### src/hdl/rrs_pkg.sv
// rrs_pkg: constants, record entry type and status codes of the record rank sorter
// no dependencies
`default_nettype none

package rrs_pkg;

   localparam int TABLE_DEPTH = 16;
   localparam int IDX_W       = $clog2(TABLE_DEPTH);
   localparam int CNT_W       = $clog2(TABLE_DEPTH + 1);

   localparam int ID_W    = 20;
   localparam int SCORE_W = 7;
   localparam int TOTAL_W = 9;
   localparam int RANK_W  = 4;
   localparam int STAT_W  = 3;

   localparam logic [SCORE_W-1:0] SCORE_MAX = 7'd100;

   localparam logic [STAT_W-1:0] ST_RANKED    = 3'd0;
   localparam logic [STAT_W-1:0] ST_BAD_SCORE = 3'd1;
   localparam logic [STAT_W-1:0] ST_DUPLICATE = 3'd2;
   localparam logic [STAT_W-1:0] ST_FULL      = 3'd3;
   localparam logic [STAT_W-1:0] ST_EMPTY     = 3'd4;

   typedef struct packed {
      logic [ID_W-1:0]    id;
      logic [SCORE_W-1:0] math;
      logic [SCORE_W-1:0] physics;
      logic [SCORE_W-1:0] english;
      logic [TOTAL_W-1:0] total;
   } entry_type;

   localparam int ENTRY_W = $bits(entry_type);

endpackage

`default_nettype wire

### src/hdl/rrs_ram.sv
// rrs_ram: generic single write port, single read port ram with registered read
// no dependencies
`default_nettype none

module rrs_ram #(
   parameter int WIDTH = 8,
   parameter int DEPTH = 16
) (
   input  wire logic                     clock,
   input  wire logic                     wr_en,
   input  wire logic [$clog2(DEPTH)-1:0] wr_addr,
   input  wire logic [WIDTH-1:0]         wr_data,
   input  wire logic [$clog2(DEPTH)-1:0] rd_addr,
   output logic      [WIDTH-1:0]         rd_data
);

   logic [WIDTH-1:0] mem_ff [DEPTH];

   always_ff @(posedge clock) begin
      if (wr_en) begin
         mem_ff[wr_addr] <= wr_data;
      end
      rd_data <= mem_ff[rd_addr];
   end

endmodule

`default_nettype wire

### src/hdl/record_rank_sorter.sv
// record_rank_sorter: record table with duplicate check, stable descending sort and read-out
// depends on rrs_pkg and rrs_ram
//
//   channel   ports                    transfer
//   request   start, busy, req_*       start high and busy low at a rising edge
//   response  rsp_valid, rsp_*         every cycle with rsp_valid high, no stall
//
// a record with a bad score is rejected right after the check; one with stored records first
// goes through the id scan (it walks the table ram through its one read port, entry by entry)
// the final item then leads to the sort, pass after pass of shrinking length on the one
// comparator, then to the read-out, one result per cycle
// reset is synchronous and empties the table; the table ram itself is not cleared
// results cannot be stalled; busy falls in the cycle that carries the last result
`default_nettype none

module record_rank_sorter (
   input  wire logic        clock,
   input  wire logic        reset,
   input  wire logic        start,
   output logic             busy,
   input  wire logic [19:0] req_student_id,
   input  wire logic [6:0]  req_math_score,
   input  wire logic [6:0]  req_physics_score,
   input  wire logic [6:0]  req_english_score,
   input  wire logic        req_final_record,
   output logic             rsp_valid,
   output logic [19:0]      rsp_out_id,
   output logic [6:0]       rsp_out_math,
   output logic [6:0]       rsp_out_physics,
   output logic [6:0]       rsp_out_english,
   output logic [8:0]       rsp_total_score,
   output logic [3:0]       rsp_rank_position,
   output logic [2:0]       rsp_result_status,
   output logic             rsp_last_of_run
);

   localparam int IW = rrs_pkg::IDX_W;
   localparam int CW = rrs_pkg::CNT_W;
   localparam int TW = rrs_pkg::TOTAL_W;
   localparam int RW = rrs_pkg::RANK_W;

   localparam logic [3:0] S_IDLE     = 4'd0;
   localparam logic [3:0] S_CHECK    = 4'd1;
   localparam logic [3:0] S_DUP_RD   = 4'd2;
   localparam logic [3:0] S_DUP_CMP  = 4'd3;
   localparam logic [3:0] S_REJECT   = 4'd4;
   localparam logic [3:0] S_STORE    = 4'd5;
   localparam logic [3:0] S_FINAL    = 4'd6;
   localparam logic [3:0] S_SORT_LD  = 4'd7;
   localparam logic [3:0] S_SORT_CUR = 4'd8;
   localparam logic [3:0] S_SORT_CMP = 4'd9;
   localparam logic [3:0] S_SORT_END = 4'd10;
   localparam logic [3:0] S_EMIT_RD  = 4'd11;
   localparam logic [3:0] S_EMIT_OUT = 4'd12;

   logic [3:0]    state_ff, state_in;
   logic [CW-1:0] count_ff, count_in;
   logic [IW-1:0] scan_ff, scan_in;
   logic [IW-1:0] j_ff, j_in;
   logic [IW-1:0] pass_end_ff, pass_end_in;
   logic [IW-1:0] emit_ff, emit_in;
   logic [RW-1:0] rank_ff, rank_in;
   logic [2:0]    status_ff, status_in;

   rrs_pkg::entry_type cur_ff, cur_in;

   logic [19:0] id_ff;
   logic [6:0]  math_ff, physics_ff, english_ff;
   logic        final_ff;

   logic        rsp_valid_ff, rsp_valid_in;
   logic [19:0] rsp_id_ff, rsp_id_in;
   logic [6:0]  rsp_math_ff, rsp_math_in;
   logic [6:0]  rsp_physics_ff, rsp_physics_in;
   logic [6:0]  rsp_english_ff, rsp_english_in;
   logic [8:0]  rsp_total_ff, rsp_total_in;
   logic [3:0]  rsp_rank_ff, rsp_rank_in;
   logic [2:0]  rsp_status_ff, rsp_status_in;
   logic        rsp_last_ff, rsp_last_in;

   logic                            wr_en;
   logic [IW-1:0]                   wr_addr;
   rrs_pkg::entry_type              wr_data;
   logic [IW-1:0]                   rd_addr;
   logic [rrs_pkg::ENTRY_W-1:0]     rd_raw;
   rrs_pkg::entry_type              rd_entry;
   logic                            accept;
   logic                            bad_score;
   logic                            emit_last;

   assign rd_entry  = rrs_pkg::entry_type'(rd_raw);
   assign accept    = start && (state_ff == S_IDLE);
   assign bad_score = (math_ff > rrs_pkg::SCORE_MAX) || (physics_ff > rrs_pkg::SCORE_MAX) ||
                      (english_ff > rrs_pkg::SCORE_MAX);
   assign emit_last = (CW'(emit_ff) + CW'(1)) == count_ff;

   rrs_ram #(
      .WIDTH(rrs_pkg::ENTRY_W),
      .DEPTH(rrs_pkg::TABLE_DEPTH)
   ) u_table (
      .clock  (clock),
      .wr_en  (wr_en),
      .wr_addr(wr_addr),
      .wr_data(wr_data),
      .rd_addr(rd_addr),
      .rd_data(rd_raw)
   );

   always_comb begin
      state_in    = state_ff;
      count_in    = count_ff;
      scan_in     = scan_ff;
      j_in        = j_ff;
      pass_end_in = pass_end_ff;
      emit_in     = emit_ff;
      rank_in     = rank_ff;
      status_in   = status_ff;
      cur_in      = cur_ff;

      wr_en   = 1'b0;
      wr_addr = j_ff;
      wr_data = cur_ff;
      rd_addr = '0;

      rsp_valid_in   = 1'b0;
      rsp_id_in      = '0;
      rsp_math_in    = '0;
      rsp_physics_in = '0;
      rsp_english_in = '0;
      rsp_total_in   = '0;
      rsp_rank_in    = '0;
      rsp_status_in  = rrs_pkg::ST_RANKED;
      rsp_last_in    = 1'b0;

      unique case (state_ff)
         S_IDLE: begin
            if (accept) begin
               state_in = S_CHECK;
            end
         end
         S_CHECK: begin
            scan_in = '0;
            if (bad_score) begin
               status_in = rrs_pkg::ST_BAD_SCORE;
               state_in  = S_REJECT;
            end else if (count_ff == '0) begin
               state_in = S_STORE;
            end else begin
               state_in = S_DUP_RD;
            end
         end
         S_DUP_RD: begin
            rd_addr  = scan_ff;
            state_in = S_DUP_CMP;
         end
         S_DUP_CMP: begin
            if (rd_entry.id == id_ff) begin
               status_in = rrs_pkg::ST_DUPLICATE;
               state_in  = S_REJECT;
            end else if ((CW'(scan_ff) + CW'(1)) == count_ff) begin
               if (count_ff >= CW'(rrs_pkg::TABLE_DEPTH)) begin
                  status_in = rrs_pkg::ST_FULL;
                  state_in  = S_REJECT;
               end else begin
                  state_in = S_STORE;
               end
            end else begin
               scan_in  = scan_ff + IW'(1);
               state_in = S_DUP_RD;
            end
         end
         S_REJECT: begin
            rsp_valid_in   = 1'b1;
            rsp_id_in      = id_ff;
            rsp_math_in    = math_ff;
            rsp_physics_in = physics_ff;
            rsp_english_in = english_ff;
            rsp_status_in  = status_ff;
            rsp_last_in    = !final_ff;
            state_in       = final_ff ? S_FINAL : S_IDLE;
         end
         S_STORE: begin
            wr_en           = 1'b1;
            wr_addr         = count_ff[IW-1:0];
            wr_data.id      = id_ff;
            wr_data.math    = math_ff;
            wr_data.physics = physics_ff;
            wr_data.english = english_ff;
            wr_data.total   = TW'(math_ff) + TW'(physics_ff) + TW'(english_ff);
            count_in        = count_ff + CW'(1);
            state_in        = final_ff ? S_FINAL : S_IDLE;
         end
         S_FINAL: begin
            emit_in = '0;
            rank_in = '0;
            if (count_ff == '0) begin
               rsp_valid_in  = 1'b1;
               rsp_status_in = rrs_pkg::ST_EMPTY;
               rsp_last_in   = 1'b1;
               state_in      = S_IDLE;
            end else if (count_ff == CW'(1)) begin
               state_in = S_EMIT_RD;
            end else begin
               pass_end_in = IW'(count_ff - CW'(1));
               state_in    = S_SORT_LD;
            end
         end
         S_SORT_LD: begin
            rd_addr  = '0;
            j_in     = '0;
            state_in = S_SORT_CUR;
         end
         S_SORT_CUR: begin
            cur_in   = rd_entry;
            rd_addr  = IW'(1);
            state_in = S_SORT_CMP;
         end
         S_SORT_CMP: begin
            rd_addr = j_ff + IW'(2);
            wr_en   = 1'b1;
            wr_addr = j_ff;
            // strict compare keeps equal totals in load order
            if (cur_ff.total < rd_entry.total) begin
               wr_data = rd_entry;
            end else begin
               wr_data = cur_ff;
               cur_in  = rd_entry;
            end
            if ((j_ff + IW'(1)) == pass_end_ff) begin
               state_in = S_SORT_END;
            end else begin
               j_in = j_ff + IW'(1);
            end
         end
         S_SORT_END: begin
            wr_en       = 1'b1;
            wr_addr     = pass_end_ff;
            wr_data     = cur_ff;
            pass_end_in = pass_end_ff - IW'(1);
            state_in    = (pass_end_ff == IW'(1)) ? S_EMIT_RD : S_SORT_LD;
         end
         S_EMIT_RD: begin
            rd_addr  = emit_ff;
            state_in = S_EMIT_OUT;
         end
         S_EMIT_OUT: begin
            rd_addr        = emit_ff + IW'(1);
            rsp_valid_in   = 1'b1;
            rsp_id_in      = rd_entry.id;
            rsp_math_in    = rd_entry.math;
            rsp_physics_in = rd_entry.physics;
            rsp_english_in = rd_entry.english;
            rsp_total_in   = rd_entry.total;
            rsp_rank_in    = rank_ff;
            rsp_status_in  = rrs_pkg::ST_RANKED;
            rsp_last_in    = emit_last;
            emit_in        = emit_ff + IW'(1);
            rank_in        = rank_ff + RW'(1);
            if (emit_last) begin
               count_in = '0;
               state_in = S_IDLE;
            end
         end
         default: begin
            state_in = S_IDLE;
         end
      endcase
   end

   always_ff @(posedge clock) begin
      if (reset) begin
         state_ff     <= S_IDLE;
         count_ff     <= '0;
         rsp_valid_ff <= 1'b0;
      end else begin
         state_ff     <= state_in;
         count_ff     <= count_in;
         rsp_valid_ff <= rsp_valid_in;
      end
   end

   always_ff @(posedge clock) begin
      scan_ff     <= scan_in;
      j_ff        <= j_in;
      pass_end_ff <= pass_end_in;
      emit_ff     <= emit_in;
      rank_ff     <= rank_in;
      status_ff   <= status_in;
      cur_ff      <= cur_in;

      rsp_id_ff      <= rsp_id_in;
      rsp_math_ff    <= rsp_math_in;
      rsp_physics_ff <= rsp_physics_in;
      rsp_english_ff <= rsp_english_in;
      rsp_total_ff   <= rsp_total_in;
      rsp_rank_ff    <= rsp_rank_in;
      rsp_status_ff  <= rsp_status_in;
      rsp_last_ff    <= rsp_last_in;

      if (accept) begin
         id_ff      <= req_student_id;
         math_ff    <= req_math_score;
         physics_ff <= req_physics_score;
         english_ff <= req_english_score;
         final_ff   <= req_final_record;
      end
   end

   assign busy              = (state_ff != S_IDLE);
   assign rsp_valid         = rsp_valid_ff;
   assign rsp_out_id        = rsp_id_ff;
   assign rsp_out_math      = rsp_math_ff;
   assign rsp_out_physics   = rsp_physics_ff;
   assign rsp_out_english   = rsp_english_ff;
   assign rsp_total_score   = rsp_total_ff;
   assign rsp_rank_position = rsp_rank_ff;
   assign rsp_result_status = rsp_status_ff;
   assign rsp_last_of_run   = rsp_last_ff;

   // accepted request keeps the block busy
   assert property (@(posedge clock) disable iff (reset) (start && !busy) |=> busy)
      else $error("busy not raised after request transfer");

   // table fill never exceeds its depth
   assert property (@(posedge clock) disable iff (reset)
      count_ff <= CW'(rrs_pkg::TABLE_DEPTH))
      else $error("stored count above table depth");

   // ranked result carries the sum of its scores
   assert property (@(posedge clock) disable iff (reset)
      (rsp_valid && (rsp_result_status == rrs_pkg::ST_RANKED)) |->
      (rsp_total_score == (TW'(rsp_out_math) + TW'(rsp_out_physics) + TW'(rsp_out_english))))
      else $error("ranked total does not match scores");

   // end of a run leaves an empty table
   assert property (@(posedge clock) disable iff (reset)
      (rsp_valid && rsp_last_of_run && ((rsp_result_status == rrs_pkg::ST_RANKED) ||
       (rsp_result_status == rrs_pkg::ST_EMPTY))) |-> (count_ff == '0))
      else $error("table not emptied after read-out");

   // no result right after the last result of an item
   assert property (@(posedge clock) disable iff (reset)
      (rsp_valid && rsp_last_of_run) |=> !rsp_valid)
      else $error("result issued right after last of run");

endmodule

`default_nettype wire
### config.mk
export PLATFORM = sky130hd
export DESIGN_NAME = record_rank_sorter
export DESIGN_NICKNAME = d
export VERILOG_FILES = /design/src/hdl/rrs_pkg.sv /design/src/hdl/rrs_ram.sv /design/src/hdl/record_rank_sorter.sv
export SDC_FILE = /design/constraint.sdc
export NUM_CORES = 1
export LEC_CHECK = 0
export ABC_CLOCK_PERIOD_IN_PS = 5400
export BUFFER_PORTS_ARGS = -buffer_cell sky130_fd_sc_hd__buf_2
export CORE_MARGIN = 5
export CORE_UTILIZATION = 29
export CTS_BUF_LIST = sky130_fd_sc_hd__clkbuf_8
export DETAILED_ROUTE_END_ITERATION = 7
export PLACE_DENSITY = 0.43
export SETUP_SLACK_MARGIN = 0.3
export SLEW_MARGIN = 20
export SYNTH_ARGS = -nofsm -noshare
export SYNTH_HDL_FRONTEND = slang
export SYNTH_SLANG_ARGS = --single-unit
### constraint.sdc
create_clock -name clock -period 5.4 [get_ports clock]
set_input_delay 0 -clock clock [delete_from_list [all_inputs] [get_ports clock]]
set_output_delay 0 -clock clock [all_outputs]
set_load 0.02 [all_outputs]
Yosys cells after proc, flatten, opt, wreduce, memory -nomap -nowiden

Memories as Yosys holds them, arrays and structs flattened. A register that Yosys moved wholly into a read port is not among the register bits.
Index checks and enable logic that the tools add are counted.

Mux-type cells: 48
$add $sub $neg: 12
Magnitude comparators: 5
Reductions and logical operators: 23
Equality and inequality tests: 30

Operators by type and width:

| cell                  | count |
|---|---|
| $pmux W50 S2          | 2 |
| $mux W50              | 2 |
| $mux W4               | 13 |
| $pmux W4 S12          | 1 |
| $pmux W4 S2           | 6 |
| $pmux W7 S2           | 3 |
| $pmux W20 S2          | 1 |
| $mux W3               | 8 |
| $gt A7 B7 Y1 const B  | 3 |
| $eq A20 B20 Y1        | 1 |
| $eq A4 B4 Y1 const B  | 5 |
| $ne A2 B2 Y1 const B  | 10 |
| $pmux W4 S5           | 1 |
| $add A4 B1 Y4 const B | 4 |
| $eq A4 B3 Y1 const B  | 4 |
| $pmux W3 S2           | 2 |
| $reduce_bool A2 Y1    | 6 |
| $add A4 B1 Y5 const B | 2 |
| $eq A5 B5 Y1          | 2 |
| $pmux W5 S2           | 1 |
| $add A8 B7 Y9         | 1 |
| $lt A9 B9 Y1          | 1 |
| $reduce_and A3 Y1     | 3 |
| $add A7 B7 Y8         | 1 |
| 23 further kinds      | 35 |

RAM bits: 800
Register bits after elaboration: 183
Input port bits: 45
Logic and storage cells: 146
Output and inout bits: 60
Memories: 1

Memories:

| memory         | depth | bits a word | rd ports | clocked after Yosys merged registers in | wr ports | line          | source |
|---|---|---|---|---|---|---|---|
| u_table.mem_ff | 16    | 50          | 1        | 1                                       | 1        | rrs_ram.sv:17 | `logic [WIDTH-1:0] mem_ff [DEPTH];` |

Longest topological paths before layout

Word-level depth: 5
Depth in mapped cells: 10
Mapped depth without buffers: 9

Cells and area by module

From an unflattened synthesis, not the netlist that was laid out.

Cell total of the unflattened synthesis: 2,021
Area total of the unflattened synthesis: 39,212.6 µm²

By module, submodules not included:

| module             | instances | sequential area each (µm²) | cells each | area each (µm²) |
|---|---|---|---|---|
| rrs_ram            | 1         | 25,024.0                   | 1,294      | 30,912.1 |
| record_rank_sorter | 1         | 4,784.6                    | 727        | 8,300.5 |

Least setup slack after synthesis

No wires, ideal clock.

Path kind: reg-to-reg
From: register cur_ff[1] in the netlist's numbering
To: register cur_ff[0] in the netlist's numbering, enable pin
Data required time: 4.870 ns
Arrival time: 4.914 ns
Stages on the path, launching flop included: 7
Clock period less this slack: 5.444 ns
Setup time: 0.530 ns
Buffers on the path: 0
Setup slack: -0.044 ns
Cells stage by stage: edfxtp_1 -> ha_1 -> a21o_1 -> a21oi_1 -> o31a_1 -> o21ai_0 -> nor3b_1

Word-level cells in the longest chain between the ends: 3

Ends and longest elaborated chain:

| element                     | line                      | source |
|---|---|---|
| start, declared             | record_rank_sorter.sv:65  | `rrs_pkg::entry_type cur_ff, cur_in;` |
| start signal, assigned      | record_rank_sorter.sv:289 | `cur_ff <= cur_in;` |
| $lt A9 B9 Y1                | record_rank_sorter.sv:223 | `if (cur_ff.total < rd_entry.total) begin` |
| $ne A2 B2 Y1 (no line)      | --                        |  |
| $reduce_and A2 Y1 (no line) | --                        |  |

Every way passes these cells.
A chain may end at the register's enable or synchronous reset.

Final worst setup path

From: register state_ff[0]
To: register u_table.rd_data[4] (read register of u_table.mem_ff)

Word-level cells in the longest chain between the ends: 2
Elaborated cells on any way between the ends: 6
Classes of those cells: 5 x eq/ne; 1 x mux

Ends and longest elaborated chain:

| element                                      | line                      | source |
|---|---|---|
| start, declared                              | record_rank_sorter.sv:56  | `logic [3:0] state_ff, state_in;` |
| start signal, assigned                       | record_rank_sorter.sv:276 | `state_ff <= state_in;` |
| $eq A4 B4 Y1 or $eq A4 B2 Y1 (tied branches) | record_rank_sorter.sv:135 | `unique case (state_ff)` |
| $pmux W4 S5 *                                | record_rank_sorter.sv:135 |  |
| end, declared                                | rrs_ram.sv:14             | `output logic [WIDTH-1:0] rd_data` |

Every way passes the cells marked *; elsewhere a longest branch is shown, timed or not.

==> impl_metrics.ini <==
[layout]
seq_area_um2 = 29800
area_delta_synth_final_pct = 18.9
drive_gt1_frac = 0.253
layout.cells.non_filler = 4281
layout_common_cells = edfxtp_1, mux4_2, clkbuf_8
fill_cells = 12800
nets = 2424
stdcell_area_um2 = 47100
final_common_cell = edfxtp_1
multiInputGateArea_um2 = 9240

[pwr]
pwr-share-comb = 0.066
p_seq_frac = 0.521
p_int_w = 0.0131
power_leakage_nw = 15.3
fin_total_pwr_w = 0.0173
irDropWorstVdd_v = 0.000191
p_sw_frac = 0.243
p_sw_w = 0.00420
clkPwrFrac = 0.413
p_per_area_nw_per_um2 = 367

[clock_network]
cts_resized = 0
cts_tree = built
clkTransAtPathRegs_ps = 60
cts_htree_levels = 4
postCtsSetupBuffers = 0
numCtsBuffers = 173
clock_latency_ps = 910
clock-sinks = 1032
cts.path.max_buffers = 3
cts_hold_buf = 88
clockRootBuffer = clkbuf_8

[synthesis]
synth_cells = 2043
ys.flop_type = edfxtp_1
yosysTopAreaCellShare = 0.694
synth.top_cells.by_area = edfxtp_1, mux4_2, dfxtp_1
async_flop_share = 0
synth_edf_count = 914
ys_ff_latch = 1032
synth_nets = 2121
synth_area_um2 = 39600
post_synth_num_cell_types = 64
ys_seq_area_frac = 0.753
syn_avg_cell_area_um2 = 19.4
synth_warnings = 0
yosysTopAreaCell = edfxtp_1

[die]
die_h_um = 379
coreArea_um2 = 135000
io_pins = 105
fp.dieArea_um2 = 144000
fp-row-count = 135
die_w_um = 379
initial_utilization = 0.292

[sta]
skew_ps = 49.3
worst_pin_slew_ps = 1090
min_period_ps = 4050
maxSlewHeadroom = 0.271
tns_ps = 0
finalSetupViolCount = 0
fin_crit_sh = 0.749
report.final.hold_viol_count = 0
fmax_ghz = 0.247
setup_ws_ps = 1350
maxSlewViolCount = 0
rsz0062_at_grt = no

[global_route]
use_met3 = 0.0312
grtUsageMet2 = 0.259
antenna_found_initial = 3
grt_pass1_vias = 22600
grt_usage = 0.165
grtUsageMet1 = 0.237
grt_pass1_wl_um = 169000
grt_overflow_total = 0
grt_max_degree = 89
grt.busiest_layer = met2

[route]
via_per_inst = 5.02
antenna_left = 0
drt-initial-drc-count = 1503
drc = 0
vias = 21500
avgRoutedWirePerCell_um = 27.7
wl_um = 118000
dr.pass1.iters = 5

[run]
maxCapViolCount = 0

[place]
post-dp-hpwl_um = 64500
gp_congestion = 0.803
port_buffers = 104
placedCellCount = 3864
postPlaceCellArea_um2 = 42600
dp_slack_ps = 1270

[worst_setup_path]
critPathBufInv = 1
crit_slowest_cell = dfxtp_1
cp_cell_sequence = nor2b_4, a32oi_1, o22ai_4, buf_12, mux4_2, o22ai_1, nor3_1
end_kind = flop
cp_data_arrival_time_ps = 4760
cp-start-kind = flop
path_class = flop to flop
cp.required_ps = 6120
cpLargestDelayFamily = simple AND/OR/NAND/NOR gates
worst-path-max-fanout = 56
cpPeakStageDelay_ps = 820

[min_path]
hp-class = primary input to flop

[run_status]
outcome = finished, final reports clean
-- layer usage --
metal / up-vias / wire, um
met1: 11600 / 54900
met4: 0 / 2080
li1: 9051 / -
met2: 737 / 54800
met5: - / 0
met3: 153 / 6670
-- cells in the mapped netlist (all sizes together) (25+ instances only) --
master,count
dfxtp,118
ha,25
o22ai,52
clkbuf,54
buf,66
nand2,39
and3,50
mux4,200
a221o,52
nor3,160
edfxtp,914
nor2,60
xnor2,27
a22o,41
-- layout make-up --
| cell class | instances | share of cell area |
|---|---|---|
| sequential | 1032 | 0.634 |
| clock buffer | 190 | 0.0556 |
| clock inverter | 135 | 0.0203 |
| multi-input combinational | 871 | 0.196 |
| inverter | 20 | 0.00160 |
| timing repair buffer | 248 | 0.0451 |
| tap | 1781 | 0.0474 |
| antenna | 4 | 0.000213 |
-- logic make-up after synthesis --
group / count (synthesis) / synth area share
AOI/OAI and AO/OA: 217 / 0.0429
xor gates and xnor gates: 50 / 0.0111
adders and majority gates: 33 / 0.0120
buffers and inverters: 140 / 0.0189
DFF: 1032 / 0.753
muxes: 201 / 0.114
and+or+nand+nor: 370 / 0.0477
-- registers in the layout (all words and copies together) (netlist names), 5 cells and up --
register	cells
u_table.mem_ff	800
count_ff	5
rsp_total_score	9
math_ff	7
rsp_out_math	7
physics_ff	7
u_table.rd_data	50
rsp_out_english	7
cur_ff	50
id_ff	20
rsp_out_id	20
english_ff	7
rsp_out_physics	7
-- tightest hold or removal path, stage by stage --
cell,delay [ps]
dlygate4sd3_1,540
buf_2,120
o21ai_0,160
a21oi_1,140
-- power by group through the flow --
stage               clock network (W)  logic (W)  registers, W
floorplan                           0   0.000605       0.00910
global placement                    0    0.00108       0.00917
detailed placement                  0    0.00108       0.00917
CTS                           0.00733    0.00113       0.00900
global route                  0.00772    0.00121       0.00901
finish                        0.00713    0.00114       0.00900
-- path summary, 6_finish.rpt --
kind	start	end	slack (ps)	cells past startpoint
setup / recovery	state_ff[0]$_SDFFE_PP0P_	u_table.rd_data[4]$_DFF_P_	1350	7
hold / removal	start	state_ff[0]$_SDFFE_PP0P_	120	4
setup reg to reg	state_ff[0]$_SDFFE_PP0P_	u_table.rd_data[4]$_DFF_P_	1350	7
hold reg to reg	u_table.rd_data[5]$_DFF_P_	cur_ff[5]$_DFFE_PP_	440	0
-- metrics by stage --
step	hold slack, ps	util
global route	142	0.347
detailed placement	180	0.314
CTS	53.4	0.347
finish	119	0.347
floorplan	98.9	-
global placement	178	0.314
Power figures use the tool's default switching activity.
